[src/hdl/qsu_pkg.sv]
// Shared types and constants for the quoted string unescaper.
// Holds the transaction structs, the parser phase and result kind codes, and character codes.
// Depends on nothing; every other file imports it.
package qsu_pkg;

    // result kinds
    typedef enum logic [1:0] {
        KIND_DATA = 2'd0,
        KIND_DONE = 2'd1,
        KIND_ERR  = 2'd2
    } qsu_kind_t;

    // parser phases
    typedef enum logic [2:0] {
        PH_SKIP  = 3'd0,
        PH_STR   = 3'd1,
        PH_ESC   = 3'd2,
        PH_OCT   = 3'd3,
        PH_HEX   = 3'd4,
        PH_AFTER = 3'd5,
        PH_DONE  = 3'd6
    } qsu_phase_t;

    localparam int unsigned CHAR_W = 8;
    localparam int unsigned LEN_W  = 12;

    localparam logic [LEN_W-1:0] CAP_RESET = 12'd1024;

    // character codes
    localparam logic [CHAR_W-1:0] CH_NUL    = 8'h00;
    localparam logic [CHAR_W-1:0] CH_HT     = 8'h09;
    localparam logic [CHAR_W-1:0] CH_CR     = 8'h0D;
    localparam logic [CHAR_W-1:0] CH_SPACE  = 8'h20;
    localparam logic [CHAR_W-1:0] CH_QUOTE  = 8'h22;
    localparam logic [CHAR_W-1:0] CH_BSLASH = 8'h5C;
    localparam logic [CHAR_W-1:0] CH_ZERO   = 8'h30;
    localparam logic [CHAR_W-1:0] CH_SEVEN  = 8'h37;
    localparam logic [CHAR_W-1:0] CH_NINE   = 8'h39;
    localparam logic [CHAR_W-1:0] CH_UP_A   = 8'h41;
    localparam logic [CHAR_W-1:0] CH_UP_F   = 8'h46;
    localparam logic [CHAR_W-1:0] CH_LO_A   = 8'h61;
    localparam logic [CHAR_W-1:0] CH_LO_B   = 8'h62;
    localparam logic [CHAR_W-1:0] CH_LO_F   = 8'h66;
    localparam logic [CHAR_W-1:0] CH_LO_N   = 8'h6E;
    localparam logic [CHAR_W-1:0] CH_LO_T   = 8'h74;
    localparam logic [CHAR_W-1:0] CH_LO_X   = 8'h78;

    // decoded escape bytes
    localparam logic [CHAR_W-1:0] BYTE_BS = 8'h08;
    localparam logic [CHAR_W-1:0] BYTE_HT = 8'h09;
    localparam logic [CHAR_W-1:0] BYTE_LF = 8'h0A;

    // input transaction
    typedef struct packed {
        logic [CHAR_W-1:0] char_byte;
        logic              restart;
    } qsu_item_t;

    // result transaction
    typedef struct packed {
        qsu_kind_t         kind;
        logic [CHAR_W-1:0] data_byte;
        logic [LEN_W-1:0]  length;
        logic              last;
    } qsu_result_t;

    // all results caused by one input transaction
    typedef struct packed {
        logic        two;
        qsu_result_t first;
        qsu_result_t second;
    } qsu_group_t;

endpackage

[src/hdl/qsu_parser.sv]
// Front end of the unescaper: accepts characters, classifies them and updates the parse state.
// Produces at most one group, of up to two results, per accepted character.
// Depends on qsu_pkg.
module qsu_parser (
    input  logic                     clk,
    input  logic                     rst_n,
    input  logic                     cfg_we,
    input  logic [qsu_pkg::LEN_W-1:0] cfg_wdata,
    input  logic                     accept,
    input  qsu_pkg::qsu_item_t       item,
    output logic                     grp_valid,
    output qsu_pkg::qsu_group_t      grp
);
    import qsu_pkg::*;

    qsu_phase_t        phase_reg, phase_next;
    logic [CHAR_W-1:0] acc_reg, acc_next;
    logic [1:0]        dcnt_reg, dcnt_next;
    logic [LEN_W-1:0]  ocnt_reg, ocnt_next;
    logic [LEN_W-1:0]  cap_reg;

    // effective state after an optional restart
    qsu_phase_t        ph_eff;
    logic [CHAR_W-1:0] acc_eff;
    logic [1:0]        dcnt_eff;
    logic [LEN_W-1:0]  ocnt_eff;

    // character classes
    logic [CHAR_W-1:0] c;
    logic              is_ws, is_quote, is_bslash, is_nul, is_oct, is_dec, is_lo_hex, is_up_hex;
    logic              is_hex;
    logic [3:0]        hex_val;

    // escape digit folding
    logic              digit_ok;
    logic [CHAR_W-1:0] acc_fold;
    logic [1:0]        dcnt_fold;
    logic              esc_end;
    logic              flush;
    logic [LEN_W-1:0]  ocnt_base;
    logic              str_err;

    // main result of this character
    logic              m_v;
    qsu_result_t       m_res;

    // decode: restart, character classes and escape digit handling
    always_comb
    begin
        c         = item.char_byte;
        ph_eff    = item.restart ? PH_SKIP : phase_reg;
        acc_eff   = item.restart ? '0 : acc_reg;
        dcnt_eff  = item.restart ? '0 : dcnt_reg;
        ocnt_eff  = item.restart ? '0 : ocnt_reg;

        is_ws     = (c == CH_SPACE) || ((c >= CH_HT) && (c <= CH_CR));
        is_quote  = (c == CH_QUOTE);
        is_bslash = (c == CH_BSLASH);
        is_nul    = (c == CH_NUL);
        is_oct    = (c >= CH_ZERO) && (c <= CH_SEVEN);
        is_dec    = (c >= CH_ZERO) && (c <= CH_NINE);
        is_lo_hex = (c >= CH_LO_A) && (c <= CH_LO_F);
        is_up_hex = (c >= CH_UP_A) && (c <= CH_UP_F);
        is_hex    = is_dec || is_lo_hex || is_up_hex;
        // letters a..f and A..F sit at 1..6 in their low nibble
        hex_val   = is_dec ? c[3:0] : 4'(c[3:0] + 4'd9);

        digit_ok  = (ph_eff == PH_OCT) ? is_oct : is_hex;
        acc_fold  = (ph_eff == PH_OCT) ? {acc_eff[4:0], c[2:0]} : {acc_eff[3:0], hex_val};
        dcnt_fold = 2'(dcnt_eff + 2'd1);
        esc_end   = (ph_eff == PH_OCT) ? (dcnt_fold == 2'd3) : dcnt_fold[1];

        // a digit escape ended by another character: emit it, then treat char as string char
        flush     = ((ph_eff == PH_OCT) || (ph_eff == PH_HEX)) && !digit_ok;
        ocnt_base = ocnt_eff + LEN_W'(flush);
        str_err   = is_nul || (ocnt_base >= cap_reg);
    end

    // next phase
    always_comb
    begin
        qsu_phase_t str_phase;
        if (str_err)
            str_phase = PH_DONE;
        else if (is_bslash)
            str_phase = PH_ESC;
        else if (is_quote)
            str_phase = PH_AFTER;
        else
            str_phase = PH_STR;

        unique case (ph_eff)
            PH_SKIP:
                phase_next = is_ws ? PH_SKIP : (is_quote ? PH_STR : PH_DONE);
            PH_STR:
                phase_next = str_phase;
            PH_ESC:
            begin
                if (is_nul)
                    phase_next = PH_DONE;
                else if (c == CH_LO_X)
                    phase_next = PH_HEX;
                else if (is_oct)
                    phase_next = PH_OCT;
                else
                    phase_next = PH_STR;
            end
            PH_OCT, PH_HEX:
            begin
                if (digit_ok)
                    phase_next = esc_end ? PH_STR : ph_eff;
                else
                    phase_next = str_phase;
            end
            PH_AFTER:
                phase_next = is_ws ? PH_AFTER : (is_quote ? PH_STR : PH_DONE);
            default:
                phase_next = PH_DONE;
        endcase
    end

    // results and data path state
    always_comb
    begin
        qsu_result_t data_r;
        qsu_result_t err_r;
        qsu_result_t str_r;
        logic        str_v;

        data_r           = '{kind: KIND_DATA, data_byte: c, length: '0, last: 1'b0};
        err_r            = '{kind: KIND_ERR, data_byte: '0, length: '0, last: 1'b0};
        str_v            = str_err || !(is_bslash || is_quote);
        str_r            = str_err ? err_r : data_r;

        m_v       = 1'b0;
        m_res     = err_r;
        acc_next  = acc_eff;
        dcnt_next = dcnt_eff;

        unique case (ph_eff)
            PH_SKIP:
                m_v = !is_ws && !is_quote;
            PH_STR:
            begin
                m_v   = str_v;
                m_res = str_r;
            end
            PH_ESC:
            begin
                m_v   = 1'b1;
                m_res = data_r;
                if (is_nul)
                    m_res = err_r;
                else if (c == CH_LO_B)
                    m_res.data_byte = BYTE_BS;
                else if (c == CH_LO_T)
                    m_res.data_byte = BYTE_HT;
                else if (c == CH_LO_N)
                    m_res.data_byte = BYTE_LF;
                else if (c == CH_LO_X)
                begin
                    m_v       = 1'b0;
                    acc_next  = '0;
                    dcnt_next = '0;
                end
                else if (is_oct)
                begin
                    m_v       = 1'b0;
                    acc_next  = {5'd0, c[2:0]};
                    dcnt_next = 2'd1;
                end
            end
            PH_OCT, PH_HEX:
            begin
                if (digit_ok)
                begin
                    acc_next        = acc_fold;
                    dcnt_next       = dcnt_fold;
                    m_v             = esc_end;
                    m_res           = data_r;
                    m_res.data_byte = acc_fold;
                end
                else
                begin
                    m_v   = str_v;
                    m_res = str_r;
                end
            end
            PH_AFTER:
            begin
                m_v = !is_ws;
                if (is_quote)
                begin
                    m_res           = data_r;
                    m_res.data_byte = '0;
                end
                else
                    m_res = '{kind: KIND_DONE, data_byte: '0, length: ocnt_eff, last: 1'b0};
            end
            default:
                m_v = 1'b0;
        endcase

        ocnt_next = ocnt_base + LEN_W'(m_v && (m_res.kind == KIND_DATA));

        // compose the group; the flushed escape byte goes first
        grp = '0;
        if (flush)
        begin
            grp.first  = '{kind: KIND_DATA, data_byte: acc_eff, length: '0, last: !m_v};
            grp.second = m_res;
            grp.second.last = 1'b1;
            grp.two    = m_v;
        end
        else
        begin
            grp.first      = m_res;
            grp.first.last = 1'b1;
        end
        grp_valid = accept && (flush || m_v);
    end

    // parse state registers
    always_ff @(posedge clk or negedge rst_n)
    begin
        if (!rst_n)
        begin
            phase_reg <= PH_SKIP;
            acc_reg   <= '0;
            dcnt_reg  <= '0;
            ocnt_reg  <= '0;
        end
        else if (accept)
        begin
            phase_reg <= phase_next;
            acc_reg   <= acc_next;
            dcnt_reg  <= dcnt_next;
            ocnt_reg  <= ocnt_next;
        end
    end

    // capacity register
    always_ff @(posedge clk or negedge rst_n)
    begin
        if (!rst_n)
            cap_reg <= CAP_RESET;
        else if (cfg_we)
            cap_reg <= cfg_wdata;
    end

    // a finished string stays silent until restart
    a_done_silent: assert property (@(posedge clk) disable iff (!rst_n)
        (accept && !item.restart && (phase_reg == PH_DONE)) |-> !grp_valid)
        else $error("parser produced a result after completion");

    // an error always ends the string
    a_err_ends: assert property (@(posedge clk) disable iff (!rst_n)
        (grp_valid && (grp.first.kind == KIND_ERR)) |=> (phase_reg == PH_DONE))
        else $error("error result without entering the done phase");

endmodule

[src/hdl/qsu_fifo.sv]
// Short queue of result groups between the parser and the output stage.
// Register array with a single head read; depth set by a parameter.
// Depends on qsu_pkg.
module qsu_fifo #(
    parameter int unsigned DEPTH = 4
) (
    input  logic                clk,
    input  logic                rst_n,
    input  logic                wr_en,
    input  qsu_pkg::qsu_group_t wr_data,
    output logic                full,
    input  logic                rd_en,
    output logic                not_empty,
    output qsu_pkg::qsu_group_t rd_data
);
    import qsu_pkg::*;

    localparam int unsigned PTR_W = (DEPTH > 1) ? $clog2(DEPTH) : 1;
    localparam int unsigned CNT_W = $clog2(DEPTH + 1);

    qsu_group_t       mem [DEPTH];
    logic [PTR_W-1:0] wr_ptr_reg, rd_ptr_reg;
    logic [CNT_W-1:0] count_reg;
    logic             do_wr, do_rd;

    // handshake qualifiers
    assign full      = (count_reg == CNT_W'(DEPTH));
    assign not_empty = (count_reg != '0);
    assign do_wr     = wr_en && !full;
    assign do_rd     = rd_en && not_empty;
    assign rd_data   = mem[rd_ptr_reg];

    // storage
    always_ff @(posedge clk)
    begin
        if (do_wr)
            mem[wr_ptr_reg] <= wr_data;
    end

    // pointers and fill count
    always_ff @(posedge clk or negedge rst_n)
    begin
        if (!rst_n)
        begin
            wr_ptr_reg <= '0;
            rd_ptr_reg <= '0;
            count_reg  <= '0;
        end
        else
        begin
            if (do_wr)
                wr_ptr_reg <= (wr_ptr_reg == PTR_W'(DEPTH - 1)) ? '0 : PTR_W'(wr_ptr_reg + 1'b1);
            if (do_rd)
                rd_ptr_reg <= (rd_ptr_reg == PTR_W'(DEPTH - 1)) ? '0 : PTR_W'(rd_ptr_reg + 1'b1);
            if (do_wr && !do_rd)
                count_reg <= CNT_W'(count_reg + 1'b1);
            else if (do_rd && !do_wr)
                count_reg <= CNT_W'(count_reg - 1'b1);
        end
    end

    // upstream never writes into a full queue
    a_no_overflow: assert property (@(posedge clk) disable iff (!rst_n)
        wr_en |-> !full)
        else $error("group written into a full queue");

endmodule

[src/hdl/qsu_emitter.sv]
// Back end of the unescaper: takes result groups from the queue and hands out one result
// per transaction from an output register. Depends on qsu_pkg.
module qsu_emitter (
    input  logic                clk,
    input  logic                rst_n,
    input  logic                grp_avail,
    input  qsu_pkg::qsu_group_t grp_in,
    output logic                grp_take,
    output logic                empty,
    input  logic                pop,
    output qsu_pkg::qsu_result_t result
);
    import qsu_pkg::*;

    qsu_group_t hold_reg;
    logic       hold_valid_reg, hold_valid_next;
    logic       sel_reg, sel_next;
    logic       pop_ok, group_done;

    // output side and refill decision
    always_comb
    begin
        pop_ok          = pop && hold_valid_reg;
        group_done      = pop_ok && (!hold_reg.two || sel_reg);
        grp_take        = grp_avail && (!hold_valid_reg || group_done);
        hold_valid_next = grp_take || (hold_valid_reg && !group_done);
        if (grp_take)
            sel_next = 1'b0;
        else if (pop_ok)
            sel_next = 1'b1;
        else
            sel_next = sel_reg;
        empty  = !hold_valid_reg;
        result = sel_reg ? hold_reg.second : hold_reg.first;
    end

    // control registers
    always_ff @(posedge clk or negedge rst_n)
    begin
        if (!rst_n)
        begin
            hold_valid_reg <= 1'b0;
            sel_reg        <= 1'b0;
        end
        else
        begin
            hold_valid_reg <= hold_valid_next;
            sel_reg        <= sel_next;
        end
    end

    // payload register
    always_ff @(posedge clk)
    begin
        if (grp_take)
            hold_reg <= grp_in;
    end

    // second slot is only shown for two-result groups
    a_sel_two: assert property (@(posedge clk) disable iff (!rst_n)
        (hold_valid_reg && sel_reg) |-> hold_reg.two)
        else $error("second result selected in a single-result group");

endmodule

[src/hdl/quoted_string_unescaper.sv]
// Quoted string unescaper: decodes a C-like quoted string one character per transaction.
//
// Input channel: item (char_byte, restart) is taken when push is high and full is low.
// A character byte of zero marks end of line; restart clears the parse state first.
// Result channel: while empty is low, result holds the oldest pending result
// (data byte, completion with length, or error); pop with empty low takes it.
// Each input transaction causes zero, one or two results; last marks the final one.
// Configuration: cfg_we writes cfg_wdata into the capacity register (bytes, reset 1024).
//
// Throughput: one character per cycle while full is low; the parser updates its state
// in the accept cycle. Results drain at one per cycle from the output register while pop
// is high and empty is low, so a character that causes two results takes two pops; the
// group queue of FIFO_DEPTH entries absorbs this. A taken character's group is written
// into the queue, then into the output register, which shows its results on the ports.
// Reset: parser returns to skipping leading whitespace, the queue and output register empty.
// Receiver stall: results wait in the output register and queue; full rises once the
// queue holds FIFO_DEPTH groups, and characters producing no result still need a free slot.
// Depends on qsu_pkg, qsu_parser, qsu_fifo and qsu_emitter.
module quoted_string_unescaper #(
    parameter int unsigned FIFO_DEPTH = 4
) (
    input  logic                      clk,
    input  logic                      rst_n,
    input  logic                      cfg_we,
    input  logic [qsu_pkg::LEN_W-1:0] cfg_wdata,
    input  logic                      push,
    output logic                      full,
    input  qsu_pkg::qsu_item_t        item,
    output logic                      empty,
    input  logic                      pop,
    output qsu_pkg::qsu_result_t      result
);
    import qsu_pkg::*;

    logic       accept;
    logic       grp_valid;
    qsu_group_t grp;
    logic       q_full, q_not_empty, q_take;
    qsu_group_t q_head;

    // input transaction accepted
    assign accept = push && !q_full;
    assign full   = q_full;

    // front end
    qsu_parser u_parser (
        .clk       (clk),
        .rst_n     (rst_n),
        .cfg_we    (cfg_we),
        .cfg_wdata (cfg_wdata),
        .accept    (accept),
        .item      (item),
        .grp_valid (grp_valid),
        .grp       (grp)
    );

    // decoupling queue
    qsu_fifo #(
        .DEPTH (FIFO_DEPTH)
    ) u_fifo (
        .clk       (clk),
        .rst_n     (rst_n),
        .wr_en     (grp_valid),
        .wr_data   (grp),
        .full      (q_full),
        .rd_en     (q_take),
        .not_empty (q_not_empty),
        .rd_data   (q_head)
    );

    // back end
    qsu_emitter u_emitter (
        .clk       (clk),
        .rst_n     (rst_n),
        .grp_avail (q_not_empty),
        .grp_in    (q_head),
        .grp_take  (q_take),
        .empty     (empty),
        .pop       (pop),
        .result    (result)
    );

endmodule

[config.mk]
export PLATFORM = sky130hd
export DESIGN_NAME = quoted_string_unescaper
export DESIGN_NICKNAME = d
export VERILOG_FILES = /design/src/hdl/qsu_pkg.sv /design/src/hdl/qsu_parser.sv /design/src/hdl/qsu_fifo.sv /design/src/hdl/qsu_emitter.sv /design/src/hdl/quoted_string_unescaper.sv
export SDC_FILE = /design/constraint.sdc
export NUM_CORES = 1
export LEC_CHECK = 0
export ABC_AREA = 1
export BUFFER_PORTS_ARGS = -buffer_cell sky130_fd_sc_hd__buf_2
export CAP_MARGIN = 20
export CORE_MARGIN = 4
export CORE_UTILIZATION = 40
export CTS_CLUSTER_SIZE = 10
export DETAILED_ROUTE_END_ITERATION = 10
export GPL_ROUTABILITY_DRIVEN = 0
export GPL_TIMING_DRIVEN = 0
export HOLD_SLACK_MARGIN = 0.15
export SLEW_MARGIN = 0
export SYNTH_ARGS = -nofsm -noshare
export SYNTH_HDL_FRONTEND = slang
export SYNTH_SLANG_ARGS = --single-unit
export TNS_END_PERCENT = 10
[constraint.sdc]
create_clock -name clk -period 6.6 [get_ports clk]
set_input_delay 0.66 -clock clk [delete_from_list [all_inputs] [get_ports clk]]
set_output_delay 0.66 -clock clk [all_outputs]
set_load 0.005 [all_outputs]
==> results.yml <==
timing:
  min_period_ns: 6.003
  skew_ns: 0.02870
  worst_slew_pin_slew_ns: 1.049
  worst_hold_slack_ns: 0.3526
  timing.setup.tns_ns: 0
  slew_violations: 0
  hold_violations: 0
  finalWorstSetupSlack_ns: 0.5968
  slew_headroom_pct: 29.54
  fmax_mhz: 166.6
  setup_viol: 0
  period_share_pct: 90.96
synthesis:
  yosysTopAreaCellShare_pct: 54.34
  ys_ff_latch: 281
  synth.cell_area_mm2: 0.01299
  async_reset_ff_share_pct: 16.37
  synth_seq_area_share_pct: 63.21
  synth_cell_types: 49
  avgSynthCellArea_um2: 10.31
  synthCells: 1259
  yosysWarnings: 0
  synth.largest_area_cell: "edfxtp_1"
  synth_edf_count: 235
  synth-main-ff-cell: "edfxtp_1"
  yosys-top-cells-area: "edfxtp_1 54%, dfrtp_1 8.7%, o21ai_0 6.1%, nand2_1 5.8%, nor2_1 4.7%"
placement:
  pre_cts_ws_ns: -0.01780
  place.detailed.hpwl_um: 22270
  numPlacedInstances: 1802
  place_area_mm2: 0.01425
  port_buffers: 47
cts:
  clockBufferDepth: 3
  cts_max_level: 2
  path_clk_slew_ns: 0.06
  clock_latency_ns: 0.52
  cts_made_buffers: 35
  root_buffer: "clkbuf_16"
  cts_tree: "built"
  cts_sinks: 281
cells_and_area:
  largest_reg_flops: 188
  finish.utilization_pct: 47.98
  drive_gt1_share_pct: 10.53
  diodes: 0
  layout.cells.non_filler: 1859
  area_growth_pct: 17.50
  layout.nets: 1459
  fin_area_mm2: 0.01526
global_routing:
  grt_pass1_wl_um: 50510
  antenna_found_initial: 0
  grt-ovfl-total: 0
  track_usage_pct: 17.97
  grt_start_max_net_pins: 29
  grt_pass1_vias: 9126
worst_setup_path:
  worst-path-max-fanout: 11
  cp_slowest_cell: "fa_1"
  end_kind: "register"
  required_ns: 6.97
  crit_type: "in2reg"
  reg2reg_slack_ns: 0.84
  start_kind: "primary input"
  cpPeakStageDelay_ns: 0.44
  critical_path_arrival_ns: 6.37
floorplanning:
  die_h_um: 188.2
  fp.coreArea_mm2: 0.03180
  row_count: 65
  die_w_um: 188.2
  io_pins: 51
  fp.dieArea_mm2: 0.03541
  initial_core_util_pct: 40.84
flow_run:
  drv_cap: 0
detailed_routing:
  avgRoutedWirePerCell_um: 17.14
  viasPerCell: 5.062
  first_pass_iters: 6
  drt_iter0_markers: 967
  wl_um: 31870
  ant_nets: 0
  drc_errors: 0
  num_vias: 9410
power_and_ir_drop:
  ir_drop_uv: 196.8
  powerDensity_mw_per_mm2: 420.8
  p_leak_nw: 5.890
  finalPower_mw: 6.421
outcome:
  outcome: "completed"
min_path:
  hold_path.class: "in2reg"
cell usage in the layout, fill, tap and decap left out, types with 3 or more instances in the layout:
master | synthesis | layout
clkbuf_1 | 42 | 58
xor2_1 | 12 | 11
nor2_4 | 3 | 8
clkbuf_16 | 0 | 35
dfrtp_1 | 45 | 45
nor3_1 | 27 | 27
ha_1 | 27 | 27
o211ai_1 | 9 | 9
o21ai_1 | 3 | 3
nor2_1 | 164 | 159
nand3_4 | 3 | 3
a21oi_1 | 32 | 31
inv_1 | 123 | 122
buf_16 | 0 | 7
nor2_2 | 6 | 6
a31oi_1 | 11 | 11
buf_2 | 7 | 54
conb_1 | 1 | 52
o21ai_0 | 158 | 158
nand2_1 | 202 | 202
edfxtp_1 | 235 | 235
nand4_1 | 11 | 11
nand2_2 | 10 | 10
o22ai_1 | 50 | 50
inv_2 | 5 | 5
buf_12 | 0 | 3
nand3_1 | 41 | 41
cells in the mapped netlist (27+ instances only):
master      n
edfxtp_1  235
nand2_1   202
nor2_1    164
o21ai_0   158
inv_1     123
o22ai_1    50
dfrtp_1    45
clkbuf_1   42
nand3_1    41
a21oi_1    32
ha_1       27
nor3_1     27
cells by family (layout without fill, tap and decap cells):
logic type               count (synthesis)  count (layout)  synth area share [%]
buffers and inverters                  183             297                 5.472
flip-flops                             281             281                 63.21
multiplexers                             2               2                0.1734
adder cells (fa/ha/maj)                 28              28                 2.756
other                                    1              52               0.02888
XOR/XNOR                                13              13                0.8768
AO/OA/AOI/OAI                          275             275                 11.66
AND/OR/NAND/NOR                        476             476                 15.82
where the power goes:
group	total (mW)	internal (mW)	switching [mW]
Clock	1.67	0.981	0.684
Sequential	2.68	2.54	0.140
Combinational	2.08	0.643	1.43
Total	6.42	4.16	2.26
final timing paths:
check	endpoint	cells after the start	start
max	u_fifo.count_reg[2]$_DFFE_PN0P_	37	item[2]
min	u_parser.cap_reg[4]$_DFFE_PN0P_	3	cfg_wdata[4]
min reg2reg	u_parser.ocnt_reg[0]$_DFFE_PN0P_	2	u_parser.ocnt_reg[0]$_DFFE_PN0P_
max in group asynchronous	u_parser.acc_reg[5]$_DFFE_PN0P_	3	rst_n
min in group asynchronous	u_parser.cap_reg[5]$_DFFE_PN0P_	2	rst_n
max reg2reg	u_fifo.count_reg[2]$_DFFE_PN0P_	32	u_parser.phase_reg[2]$_DFFE_PN0P_
repair_timing:
item | 4_1_cts | 5_1_grt
resized for setup | 0 | 3
hold buffers | 1 | 0
setup buffers | 0 | 0
endpoints found under the hold margin | 17 | 0
endpoints found under the setup margin | 0 | 28
worst max-delay path, delay by kind of cell:
family                   cells  cell delay [ns]
AO/OA/AOI/OAI                4             0.41
XOR/XNOR                     2             0.38
adder cells (fa/ha/maj)      5             1.33
buffers and inverters        8             1.19
AND/OR/NAND/NOR             18             2.36
per-layer routing:
metal | part of all wire, % | global-route usage [%] | vias up
met3 | 5.9 | 2.538 | 45
met4 | 2.0 | 5.025 | 0
met1 | 45 | 24.79 | 4471
met5 | 0 | 0 | -
met2 | 47 | 29.93 | 281
li1 | - | - | 4613
layout make-up:
class	instances	area (um2)
well taps	435	544.3
flip-flops and latches	281	8209
repair buffers	58	498.0
inverters	129	488.0
clock inverters	5	50.05
multi-input cells	846	4307
clock buffers	51	935.9
plain buffers	54	226.5
fillers	2938	16540
Note: power is estimated with default switching activity, not from simulation.
